File: src/rtl/hex_command_i2c_bridge_macros.svh
// Assertion helpers shared by the RTL that carries checks.
// Both sample on clk and are disabled while arst_n is low.
`ifndef HEX_COMMAND_I2C_BRIDGE_MACROS_SVH
`define HEX_COMMAND_I2C_BRIDGE_MACROS_SVH

// same-cycle implication
`define HCIB_ASSERT_NOW(label, ante, cons, msg) \
	label: assert property (@(posedge clk) disable iff (!arst_n) (ante) |-> (cons)) \
		else $error(msg);

// next-cycle implication
`define HCIB_ASSERT_NEXT(label, ante, cons, msg) \
	label: assert property (@(posedge clk) disable iff (!arst_n) (ante) |=> (cons)) \
		else $error(msg);

`endif

File: src/rtl/hcib_pkg.sv
// ---------------------------------------------------------------------------
// hcib_pkg
// Shared constants, codes, types and hex helpers of the hex command bridge.
// ---------------------------------------------------------------------------
`default_nettype none
package hcib_pkg;
	localparam int MAX_BYTES = 16;
	localparam int IDX_W     = $clog2(MAX_BYTES);
	localparam int LINE_CAP  = 2 * MAX_BYTES + 8;
	localparam int LEN_W     = 6;

	localparam logic [7:0] CH_WRITE = 8'h3e; // '>'
	localparam logic [7:0] CH_READ  = 8'h3c; // '<'
	localparam logic [7:0] CH_WRRD  = 8'h7c; // '|'
	localparam logic [7:0] CH_BANG  = 8'h21; // '!'
	localparam logic [7:0] CH_COLON = 8'h3a; // ':'

	localparam logic [15:0] ERR_SHORT   = 16'hffff;
	localparam logic [15:0] ERR_STATUS  = 16'hfffe;
	localparam logic [15:0] ERR_CODE_D  = 16'hfffd;
	localparam logic [15:0] ERR_CODE_C  = 16'hfffc;
	localparam logic [15:0] ERR_CODE_B  = 16'hfffb;
	localparam logic [15:0] ERR_CODE_A  = 16'hfffa;
	localparam logic [15:0] ERR_UNKNOWN = 16'hff00;

	localparam logic [1:0] ACT_CHAR   = 2'd0;
	localparam logic [1:0] ACT_BYTE   = 2'd1;
	localparam logic [1:0] ACT_STATUS = 2'd2;

	localparam logic [1:0] KIND_RESP  = 2'd0;
	localparam logic [1:0] KIND_WRITE = 2'd1;
	localparam logic [1:0] KIND_READ  = 2'd2;

	localparam logic [2:0] REG_CAPACITY = 3'd0;

	typedef struct packed {
		logic [1:0] kind;
		logic [7:0] resp_char;
		logic [7:0] dev_addr;
		logic [4:0] xfer_count;
		logic [7:0] write_byte;
		logic       repeat_start;
		logic       last;
	} out_item_t;

	typedef struct packed {
		logic             we;
		logic [IDX_W-1:0] waddr;
		logic [7:0]       wdata;
		logic [IDX_W-1:0] raddr;
	} ram_req_t;

	function automatic logic [3:0] hex_value(input logic [7:0] c);
		logic [3:0] v;
		v = 4'd0;
		if (c >= 8'h30 && c <= 8'h39) v = 4'(c - 8'h30);
		else if (c >= 8'h61 && c <= 8'h66) v = 4'(c - 8'h57);
		else if (c >= 8'h41 && c <= 8'h46) v = 4'(c - 8'h37);
		return v;
	endfunction

	function automatic logic [7:0] hex_char(input logic [3:0] v);
		logic [7:0] c;
		c = (v < 4'd10) ? (8'h30 + {4'd0, v}) : (8'h57 + {4'd0, v});
		return c;
	endfunction
endpackage
`default_nettype wire

File: src/rtl/hex_command_i2c_bridge.sv
// ---------------------------------------------------------------------------
// hex_command_i2c_bridge
// ASCII hex command line to bus request bridge with APB configuration.
// ---------------------------------------------------------------------------
// Input channel (in_valid/in_ready) carries command characters, bus read
// bytes and bus status beats, selected by action. Output channel
// (out_valid/out_ready) carries response characters, write request beats and
// read request beats; last closes each run.
// At the line end ST_FIN checks the line, then the reply or request run
// follows: error replies and read requests are loaded directly from ST_ERR and
// ST_RDREQ, while write bytes and read data characters each pass through a
// byte store read state first, since the store has registered read data.
// in_ready is low while a run is being produced. A stalled receiver holds
// the output register and the sequencer waits on it.
// Reset returns to line collection with empty counters and out_capacity 255;
// the byte store itself needs no clearing.
// out_capacity is at APB address 0.
`default_nettype none
`include "hex_command_i2c_bridge_macros.svh"
module hex_command_i2c_bridge (
	input  wire logic        clk,
	input  wire logic        arst_n,
	input  wire logic        psel,
	input  wire logic        penable,
	input  wire logic        pwrite,
	input  wire logic [2:0]  paddr,
	input  wire logic [31:0] pwdata,
	output logic      [31:0] prdata,
	output logic             pready,
	input  wire logic        in_valid,
	output logic             in_ready,
	input  wire logic [1:0]  action,
	input  wire logic [7:0]  cmd_char,
	input  wire logic        line_end,
	input  wire logic [7:0]  bus_byte,
	input  wire logic [31:0] bus_status,
	output logic             out_valid,
	input  wire logic        out_ready,
	output logic      [1:0]  kind,
	output logic      [7:0]  resp_char,
	output logic      [7:0]  dev_addr,
	output logic      [4:0]  xfer_count,
	output logic      [7:0]  write_byte,
	output logic             repeat_start,
	output logic             last
);
	logic [7:0]          cap_q;
	hcib_pkg::out_item_t item;
	hcib_pkg::ram_req_t  ram_req;
	logic [7:0]          ram_rdata;
	logic                cfg_wr;
	logic                resp_beat, req_zero;

	assign pready = 1'b1;
	assign cfg_wr = psel && penable && pwrite && (paddr == hcib_pkg::REG_CAPACITY);
	assign prdata = (paddr == hcib_pkg::REG_CAPACITY) ? {24'd0, cap_q} : 32'd0;

	always_ff @(posedge clk or negedge arst_n) begin
		if (!arst_n) cap_q <= 8'hff;
		else if (cfg_wr) cap_q <= pwdata[7:0];
	end

	hcib_ram #(.WIDTH(8), .DEPTH(hcib_pkg::MAX_BYTES)) u_store (
		.clk   (clk),
		.we    (ram_req.we),
		.waddr (ram_req.waddr),
		.wdata (ram_req.wdata),
		.raddr (ram_req.raddr),
		.rdata (ram_rdata)
	);

	hcib_ctrl u_ctrl (
		.clk        (clk),
		.arst_n     (arst_n),
		.capacity   (cap_q),
		.in_valid   (in_valid),
		.in_ready   (in_ready),
		.action     (action),
		.cmd_char   (cmd_char),
		.line_end   (line_end),
		.bus_byte   (bus_byte),
		.bus_status (bus_status),
		.out_valid  (out_valid),
		.out_ready  (out_ready),
		.out_item   (item),
		.ram_req    (ram_req),
		.ram_rdata  (ram_rdata)
	);

	assign kind         = item.kind;
	assign resp_char    = item.resp_char;
	assign dev_addr     = item.dev_addr;
	assign xfer_count   = item.xfer_count;
	assign write_byte   = item.write_byte;
	assign repeat_start = item.repeat_start;
	assign last         = item.last;

	assign resp_beat = out_valid && (kind == hcib_pkg::KIND_RESP);
	assign req_zero  = (dev_addr == 8'd0) && (xfer_count == 5'd0) && (write_byte == 8'd0);

	`HCIB_ASSERT_NOW(a_resp_clean, resp_beat, req_zero, "request fields on a response beat")
	`HCIB_ASSERT_NOW(a_req_clean, out_valid && !resp_beat, resp_char == 8'd0, "char on request")
	`HCIB_ASSERT_NOW(a_no_overlap, in_ready && out_valid && !out_ready, last, "input mid run")
	`HCIB_ASSERT_NEXT(a_cap_write, cfg_wr, cap_q == $past(pwdata[7:0]), "capacity write lost")
endmodule
`default_nettype wire

File: src/rtl/hcib_ram.sv
// ---------------------------------------------------------------------------
// hcib_ram
// Generic single-write, single-read RAM with registered read data.
// ---------------------------------------------------------------------------
`default_nettype none
module hcib_ram #(
	parameter int WIDTH = 8,
	parameter int DEPTH = 16
) (
	input  wire logic                     clk,
	input  wire logic                     we,
	input  wire logic [$clog2(DEPTH)-1:0] waddr,
	input  wire logic [WIDTH-1:0]         wdata,
	input  wire logic [$clog2(DEPTH)-1:0] raddr,
	output logic      [WIDTH-1:0]         rdata
);
	logic [WIDTH-1:0] mem_q [DEPTH];

	always_ff @(posedge clk) begin
		if (we) mem_q[waddr] <= wdata;
		rdata <= mem_q[raddr];
	end
endmodule
`default_nettype wire

File: src/rtl/hcib_ctrl.sv
// ---------------------------------------------------------------------------
// hcib_ctrl
// Line parser, command checks and reply sequencer around the byte store.
// ---------------------------------------------------------------------------
`default_nettype none
module hcib_ctrl (
	input  wire logic                clk,
	input  wire logic                arst_n,
	input  wire logic [7:0]          capacity,
	input  wire logic                in_valid,
	output logic                     in_ready,
	input  wire logic [1:0]          action,
	input  wire logic [7:0]          cmd_char,
	input  wire logic                line_end,
	input  wire logic [7:0]          bus_byte,
	input  wire logic [31:0]         bus_status,
	output logic                     out_valid,
	input  wire logic                out_ready,
	output hcib_pkg::out_item_t      out_item,
	output hcib_pkg::ram_req_t       ram_req,
	input  wire logic [7:0]          ram_rdata
);
	typedef enum logic [3:0] {
		ST_COLLECT, ST_WSTAT, ST_READ, ST_FIN, ST_ERR,
		ST_WR_RD, ST_WR_EMIT, ST_RDREQ, ST_DATA_RD, ST_DATA_EMIT
	} state_t;

	state_t                    state_q;
	logic [7:0]                cmd_q, addr_q, wl_q, rl_q;
	logic [hcib_pkg::LEN_W-1:0] len_q, fin_len_q, cnt_q, run_len_q;
	logic [3:0]                nib_q;
	logic [4:0]                bidx_q;
	logic [15:0]               err_q;
	logic                      rs_q;
	logic                      ov_q;
	hcib_pkg::out_item_t       item_q;

	logic                      acc, out_free, emit;
	logic [3:0]                hv;
	logic [7:0]                pv;
	logic [4:0]                k;
	logic [6:0]                n2;
	logic [8:0]                need;
	logic [5:0]                full;
	logic [15:0]               st_err;
	logic [hcib_pkg::LEN_W-1:0] didx;
	logic [3:0]                nib_sel;
	logic [7:0]                data_char;
	logic [15:0]               chk_err;
	logic                      chk_ok;

	function automatic hcib_pkg::out_item_t resp_item(input logic [7:0] ch, input logic lst);
		hcib_pkg::out_item_t it;
		it           = '0;
		it.kind      = hcib_pkg::KIND_RESP;
		it.resp_char = ch;
		it.last      = lst;
		return it;
	endfunction

	assign in_ready  = (state_q == ST_COLLECT) || (state_q == ST_WSTAT) ||
		(state_q == ST_READ);
	assign acc       = in_valid && in_ready;
	assign out_free  = !ov_q || out_ready;
	assign out_valid = ov_q;
	assign out_item  = item_q;

	// a beat is loaded into the output register this cycle
	assign emit = out_free && (((state_q == ST_ERR) && (capacity != 8'd0)) ||
		(state_q == ST_WR_EMIT) || (state_q == ST_RDREQ) || (state_q == ST_DATA_EMIT));

	assign hv     = hcib_pkg::hex_value(cmd_char);
	assign pv     = {nib_q, hv};
	assign k      = 5'(len_q[hcib_pkg::LEN_W-1:1] - 5'd1);
	assign n2     = {wl_q[5:0], 1'b0};
	assign need   = {rl_q, 1'b1};
	assign full   = {rl_q[4:0], 1'b1};
	assign st_err = (bus_status[31:16] != 16'd0) ? hcib_pkg::ERR_STATUS : bus_status[15:0];
	assign didx   = cnt_q - 6'd1;

	// store writes: line data bytes while collecting, bus bytes while reading
	always_comb begin
		ram_req       = '0;
		ram_req.raddr = (state_q == ST_DATA_RD || state_q == ST_DATA_EMIT) ?
			didx[4:1] : cnt_q[3:0];
		if (acc && state_q == ST_COLLECT && action == hcib_pkg::ACT_CHAR &&
			len_q >= 6'd2 && !len_q[0]) begin
			ram_req.wdata = pv;
			if (cmd_q == hcib_pkg::CH_WRITE && k >= 5'd2 && k < 5'd18) begin
				ram_req.we    = 1'b1;
				ram_req.waddr = 4'(k - 5'd2);
			end else if (cmd_q == hcib_pkg::CH_WRRD && k >= 5'd3 && k < 5'd19) begin
				ram_req.we    = 1'b1;
				ram_req.waddr = 4'(k - 5'd3);
			end
		end else if (acc && state_q == ST_READ && action == hcib_pkg::ACT_BYTE &&
			{3'd0, bidx_q} < rl_q && bidx_q < 5'(hcib_pkg::MAX_BYTES)) begin
			ram_req.we    = 1'b1;
			ram_req.waddr = bidx_q[3:0];
			ram_req.wdata = bus_byte;
		end
	end

	always_comb begin
		case (cnt_q)
			6'd1:    nib_sel = err_q[15:12];
			6'd2:    nib_sel = err_q[11:8];
			6'd3:    nib_sel = err_q[7:4];
			default: nib_sel = err_q[3:0];
		endcase
	end

	// undelivered read bytes show as 00
	always_comb begin
		if (cnt_q == 6'd0) data_char = hcib_pkg::CH_COLON;
		else if ({1'b0, didx[4:1]} >= bidx_q) data_char = 8'h30;
		else if (didx[0]) data_char = hcib_pkg::hex_char(ram_rdata[3:0]);
		else data_char = hcib_pkg::hex_char(ram_rdata[7:4]);
	end

	// line checks, in priority order per command
	always_comb begin
		chk_ok  = 1'b0;
		chk_err = hcib_pkg::ERR_UNKNOWN;
		if (cmd_q == hcib_pkg::CH_WRITE) begin
			if (fin_len_q < 6'd5) chk_err = hcib_pkg::ERR_SHORT;
			else if (wl_q > 8'd16) chk_err = hcib_pkg::ERR_CODE_D;
			else if (n2 + 7'd5 != {1'b0, fin_len_q}) chk_err = hcib_pkg::ERR_CODE_C;
			else chk_ok = 1'b1;
		end else if (cmd_q == hcib_pkg::CH_READ) begin
			if (fin_len_q != 6'd5) chk_err = hcib_pkg::ERR_SHORT;
			else if (rl_q > 8'd16) chk_err = hcib_pkg::ERR_CODE_D;
			else if ({1'b0, capacity} < need) chk_err = hcib_pkg::ERR_CODE_C;
			else chk_ok = 1'b1;
		end else if (cmd_q == hcib_pkg::CH_WRRD) begin
			if (fin_len_q < 6'd7) chk_err = hcib_pkg::ERR_SHORT;
			else if (wl_q > 8'd16) chk_err = hcib_pkg::ERR_CODE_D;
			else if (rl_q > 8'd16) chk_err = hcib_pkg::ERR_CODE_C;
			else if ({1'b0, capacity} < need) chk_err = hcib_pkg::ERR_CODE_B;
			else if (n2 + 7'd7 != {1'b0, fin_len_q}) chk_err = hcib_pkg::ERR_CODE_A;
			else chk_ok = 1'b1;
		end
	end

	always_ff @(posedge clk or negedge arst_n) begin
		if (!arst_n) begin
			state_q   <= ST_COLLECT;
			cmd_q     <= '0;
			len_q     <= '0;
			fin_len_q <= '0;
			nib_q     <= '0;
			addr_q    <= '0;
			wl_q      <= '0;
			rl_q      <= '0;
			bidx_q    <= '0;
			err_q     <= '0;
			rs_q      <= 1'b0;
			cnt_q     <= '0;
			run_len_q <= '0;
			ov_q      <= 1'b0;
			item_q    <= '0;
		end else begin
			if (emit) ov_q <= 1'b1;
			else if (out_ready) ov_q <= 1'b0;
			unique case (state_q)
				ST_COLLECT: begin
					if (acc && action == hcib_pkg::ACT_CHAR) begin
						if (len_q == 6'd0) begin
							cmd_q  <= cmd_char;
							addr_q <= '0;
							wl_q   <= '0;
							rl_q   <= '0;
						end else if (len_q[0]) begin
							nib_q <= hv;
						end else if (k == 5'd0) begin
							addr_q <= pv;
						end else if (k == 5'd1) begin
							if (cmd_q == hcib_pkg::CH_READ) rl_q <= pv;
							else wl_q <= pv;
						end else if (k == 5'd2 && cmd_q == hcib_pkg::CH_WRRD) begin
							rl_q <= pv;
						end
						if (line_end) begin
							fin_len_q <= (len_q < 6'(hcib_pkg::LINE_CAP)) ?
								len_q + 6'd1 : len_q;
							len_q     <= '0;
							state_q   <= ST_FIN;
						end else if (len_q < 6'(hcib_pkg::LINE_CAP)) begin
							len_q <= len_q + 6'd1;
						end
					end
				end
				ST_FIN: begin
					cnt_q  <= '0;
					err_q  <= chk_err;
					rs_q   <= (cmd_q == hcib_pkg::CH_WRRD);
					bidx_q <= '0;
					if (!chk_ok) state_q <= ST_ERR;
					else if (cmd_q == hcib_pkg::CH_READ) state_q <= ST_RDREQ;
					else state_q <= ST_WR_RD;
				end
				ST_ERR: begin
					if (capacity == 8'd0) begin
						state_q <= ST_COLLECT;
					end else if (out_free) begin
						if (cnt_q == 6'd0)
							item_q <= resp_item(hcib_pkg::CH_BANG, capacity < 8'd5);
						else
							item_q <= resp_item(hcib_pkg::hex_char(nib_sel), cnt_q == 6'd4);
						if (cnt_q == 6'd4 || capacity < 8'd5) state_q <= ST_COLLECT;
						else cnt_q <= cnt_q + 6'd1;
					end
				end
				ST_WR_RD: state_q <= ST_WR_EMIT;
				ST_WR_EMIT: begin
					if (out_free) begin
						item_q.kind         <= hcib_pkg::KIND_WRITE;
						item_q.resp_char    <= '0;
						item_q.dev_addr     <= addr_q;
						item_q.xfer_count   <= wl_q[4:0];
						item_q.write_byte   <= (wl_q == 8'd0) ? 8'd0 : ram_rdata;
						item_q.repeat_start <= rs_q;
						item_q.last         <= (wl_q == 8'd0) || ({2'd0, cnt_q} + 8'd1 == wl_q);
						if ((wl_q == 8'd0) || ({2'd0, cnt_q} + 8'd1 == wl_q)) begin
							state_q <= ST_WSTAT;
						end else begin
							cnt_q   <= cnt_q + 6'd1;
							state_q <= ST_WR_RD;
						end
					end
				end
				ST_WSTAT: begin
					if (acc && action == hcib_pkg::ACT_STATUS) begin
						if (bus_status != 32'd0 || cmd_q != hcib_pkg::CH_WRRD) begin
							err_q   <= st_err;
							cnt_q   <= '0;
							state_q <= ST_ERR;
						end else begin
							bidx_q  <= '0;
							state_q <= ST_RDREQ;
						end
					end
				end
				ST_RDREQ: begin
					if (out_free) begin
						item_q.kind         <= hcib_pkg::KIND_READ;
						item_q.resp_char    <= '0;
						item_q.dev_addr     <= addr_q;
						item_q.xfer_count   <= rl_q[4:0];
						item_q.write_byte   <= '0;
						item_q.repeat_start <= 1'b0;
						item_q.last         <= 1'b1;
						state_q             <= ST_READ;
					end
				end
				ST_READ: begin
					if (acc && action == hcib_pkg::ACT_BYTE) begin
						if (bidx_q < 5'(hcib_pkg::MAX_BYTES)) bidx_q <= bidx_q + 5'd1;
					end else if (acc && action == hcib_pkg::ACT_STATUS) begin
						cnt_q <= '0;
						if (bus_status != 32'd0) begin
							err_q   <= st_err;
							state_q <= ST_ERR;
						end else if (capacity == 8'd0) begin
							state_q <= ST_COLLECT;
						end else begin
							run_len_q <= ({1'b0, capacity} < {3'd0, full}) ?
								capacity[5:0] : full;
							state_q   <= ST_DATA_RD;
						end
					end
				end
				ST_DATA_RD: state_q <= ST_DATA_EMIT;
				ST_DATA_EMIT: begin
					if (out_free) begin
						item_q <= resp_item(data_char, cnt_q + 6'd1 == run_len_q);
						if (cnt_q + 6'd1 == run_len_q) begin
							state_q <= ST_COLLECT;
						end else begin
							cnt_q   <= cnt_q + 6'd1;
							state_q <= ST_DATA_RD;
						end
					end
				end
				default: state_q <= ST_COLLECT;
			endcase
		end
	end
endmodule
`default_nettype wire
File: config.mk
export PLATFORM = sky130hd
export DESIGN_NAME = hex_command_i2c_bridge
export DESIGN_NICKNAME = d
export VERILOG_FILES = /design/src/rtl/hcib_pkg.sv /design/src/rtl/hex_command_i2c_bridge.sv /design/src/rtl/hcib_ram.sv /design/src/rtl/hcib_ctrl.sv
export VERILOG_INCLUDE_DIRS = /design/src /design/src/rtl
export SDC_FILE = /design/constraint.sdc
export NUM_CORES = 1
export LEC_CHECK = 0
export ABC_AREA = 1
export BUFFER_PORTS_ARGS = -buffer_cell sky130_fd_sc_hd__clkbuf_2
export CORE_MARGIN = 4
export CORE_UTILIZATION = 40
export CTS_CLUSTER_DIAMETER = 30
export DETAILED_ROUTE_END_ITERATION = 6
export SETUP_SLACK_MARGIN = 0.5
export SLEW_MARGIN = 40
export SYNTH_ARGS = -nofsm -noshare
export SYNTH_HDL_FRONTEND = slang
export SYNTH_SLANG_ARGS = --single-unit
export TNS_END_PERCENT = 1
File: constraint.sdc
create_clock -name clk -period 3.9 [get_ports clk]
set_input_delay 0.39 -clock clk [delete_from_list [all_inputs] [get_ports clk]]
set_output_delay 0.39 -clock clk [all_outputs]
set_load 0.005 [all_outputs]
==> run metrics <==
via count 11,617; # DRC 0; fraction of final layout cells sized beyond drive strength 1 18.0%; Routed WL roughly 38 mm; largest net degree at the start of global routing 67; n_diodes 0; Storage cell area 0.00719 mm2; unrepaired setup endpoints after global routing false; WHS 42.0 ps; xor and xnor fraction of the mapped netlist area 1.51%; Rows 67; critical path endpoint category flip-flop; PwrDens between 700 and 800 mW/mm2; vias in the first global route 11,456; synth warn 0; Synth Area in Adders between 3 and 4%; CP Class reg -> reg; Final Hold Vio Count 0; Async S/R FF share, synth 48.3%; global-route wire length before repair between 60 and 70 mm; routability cong. roughly 0.92; clock power share between 40 and 50%; die area ~0.038 mm2; worst-margin pin slew between 700 and 800 ps; htree depth 2; Setup Viol. Count Final 0; HP Class in -> reg; Filler Cell Count between 3,000 and 4,000; FF+latch count, synth 263; syn avg cell area slightly below 9 um2; Reg2Reg Depth 13; HPWL Detailed 27.0 mm; CP max-delay cell dfrtp_2; IO Port Bufs 110; First-pass DRT Iterations 5; multi-input logic area 0.00571 mm2; WP data arrival 3430 ps; max reg flops 128; Final Cycle Share about 81%; Startpoint Class flip-flop; Nets 1,857; Crit. path cell count 13; Crit path max-delay family simple AND/OR/NAND/NOR gates; synth top area cells edfxtp_1, dfrtp_1, nand2_1; top cell type's share of synthesized area roughly 28%; post-CTS setup buffers 0; CTS tree done; post-synth cell types 57; CTS Root Cell clkbuf_16; main combinational cell family by area after synthesis simple AND/OR/NAND/NOR gates; die width 194 um; Worst EP required around 4200 ps; Post-synth EDFFs 128; core box area 0.0338 mm2; Num CTS Buffers 61; Tot GR Track Use 19.7%; Tot Pwr 12.1 mW; Final Skew 49.1 ps; worst-skew pair later-pin latency 600 ps; P_int 7.95 mW; Max Clk Rate 318 MHz; register area share after synthesis 52.1%; critical path's largest stage delay 460 ps; Sink Count 263; Max IR drop VDD just over 0.0003 V; max-slew violations 0; switching power 4.10 mW; CP bufs+invs 2; Setup TNS 0 ps; DR WL/cell 17.0 um; area delta synth->final 23.9%; Post-Syn Instances 1,563; Biggest register u_store.mem_q; die height 194 um; Yosys top cell by area edfxtp_1; antenna viol nets, final 0; Mapped Area 0.0138 mm2; clk buf depth 3; Min Clock Period, post-route ~3100 ps; I/O pins between 150 and 200; critical path cell sequence inv_2 > ha_1 > xnor2_2 > ha_1 > nand2_1 > nand2_1 > nand3_2 > a21oi_4 > nor2_2 > nor2_2 > nand2_2 > nor2_1 > buf_4; max cap viols 0; grt ovf 0; Synth Flop Type edfxtp_1; most frequent cell after synthesis nand2_1; Worst-path clk slew 50 ps; initial core utilization 40.9%; Synth Area in Compound Gates between 10% and 20%; worst hold path stage count 3; 1st-iter DRT viols approximately 1,000; P_leak 7.32 nW; initial antenna violation count 0; Vias/cell 5.23; logic gate share of total power 27.3%; multiplexer share of the synthesized area less than 1%; switch share between 30 and 40%; Flop pwr share 29.7%; top cells by count, synth nand2_1, o21ai_0, nor2_1; CP max FO 9; status finished, final reports clean; Rel. slew slack 50.9%; Post-Synth Simple-Gate Area between 20% and 30%
## kinds of logic after synthesis
group	after synthesis
compound gates	329
xor+xnor	23
fa+ha+maj	42
buf+inv	240
flops	263
mux	3
other cells	2
simple gates	661
## per-stage QoR
stage,instance area (um2),util [%],setup WS [ps],std cells
floorplan,13900,-,924,1587
global placement,14900,44.1,516,2105
detailed placement,14900,44.1,300,2106
CTS,17100,50.5,344,2222
global route,17100,50.6,509,2222
finish,17100,50.6,759,2222
## final timing paths
path,from,to,slack [ps]
setup reg to reg,u_ctrl.len_q[1],u_store.mem_q[0][2],760
max in group asynchronous,arst_n,cap_q[6],2910
setup / recovery,u_ctrl.len_q[1],u_store.mem_q[0][2],760
min in group asynchronous,arst_n,u_ctrl.bidx_q[3],280
hold reg to reg,u_ctrl.out_item[22],u_ctrl.out_item[22],480
hold / removal,pwdata[1],cap_q[1],40
## per-layer routing
metal,global-route usage (%),up-vias,part of all wire [%]
met1,27.4,5526,45
met5,0,-,0
met3,3.54,67,7.0
met2,31.7,411,46
met4,5.77,0,2.1
li1,-,5613,-
## layout by cell type, fill, tap and decap left out, types with 42 or more instances in the layout
master / n
nand2_1: 316
inv_1: 156
o21ai_0: 181
ha_1: 42
clkbuf_2: 109
clkbuf_16: 63
nand3_1: 81
dfrtp_1: 117
nor2_1: 169
edfxtp_1: 128
## power groups by stage
stage	Combinational [mW]	Clock (mW)	Sequential, mW
2_1_floorplan	2.42	0	3.48
3_3_place_gp	3.18	0	3.61
3_5_place_dp	3.25	0	3.62
4_1_cts	3.28	5.26	3.57
5_1_grt	3.77	5.41	3.63
6_report	3.29	5.18	3.58
## layout make-up
cell class / instances / area share [%]
sequential: 263 / 42.1
clock inverter: 30 / 2.25
tap: 448 / 3.28
clock buffer: 85 / 10.3
multi-input combinational: 1084 / 33.4
timing repair buffer: 144 / 4.96
inverter: 168 / 3.72
## tightest hold or removal path, stage by stage
cell,delay (ps)
clkbuf_2,80
nand2_1,50
o21ai_0,70
## what timing repair did
action                                  in CTS  in global routing
hold endpoints to repair                    17                  0
pin swaps                                    0                  0
resized for setup                            1                  8
hold buffers                                 1                  0
endpoints found under the setup margin      24                128
No activity file was read; power rests on OpenSTA's default activity.
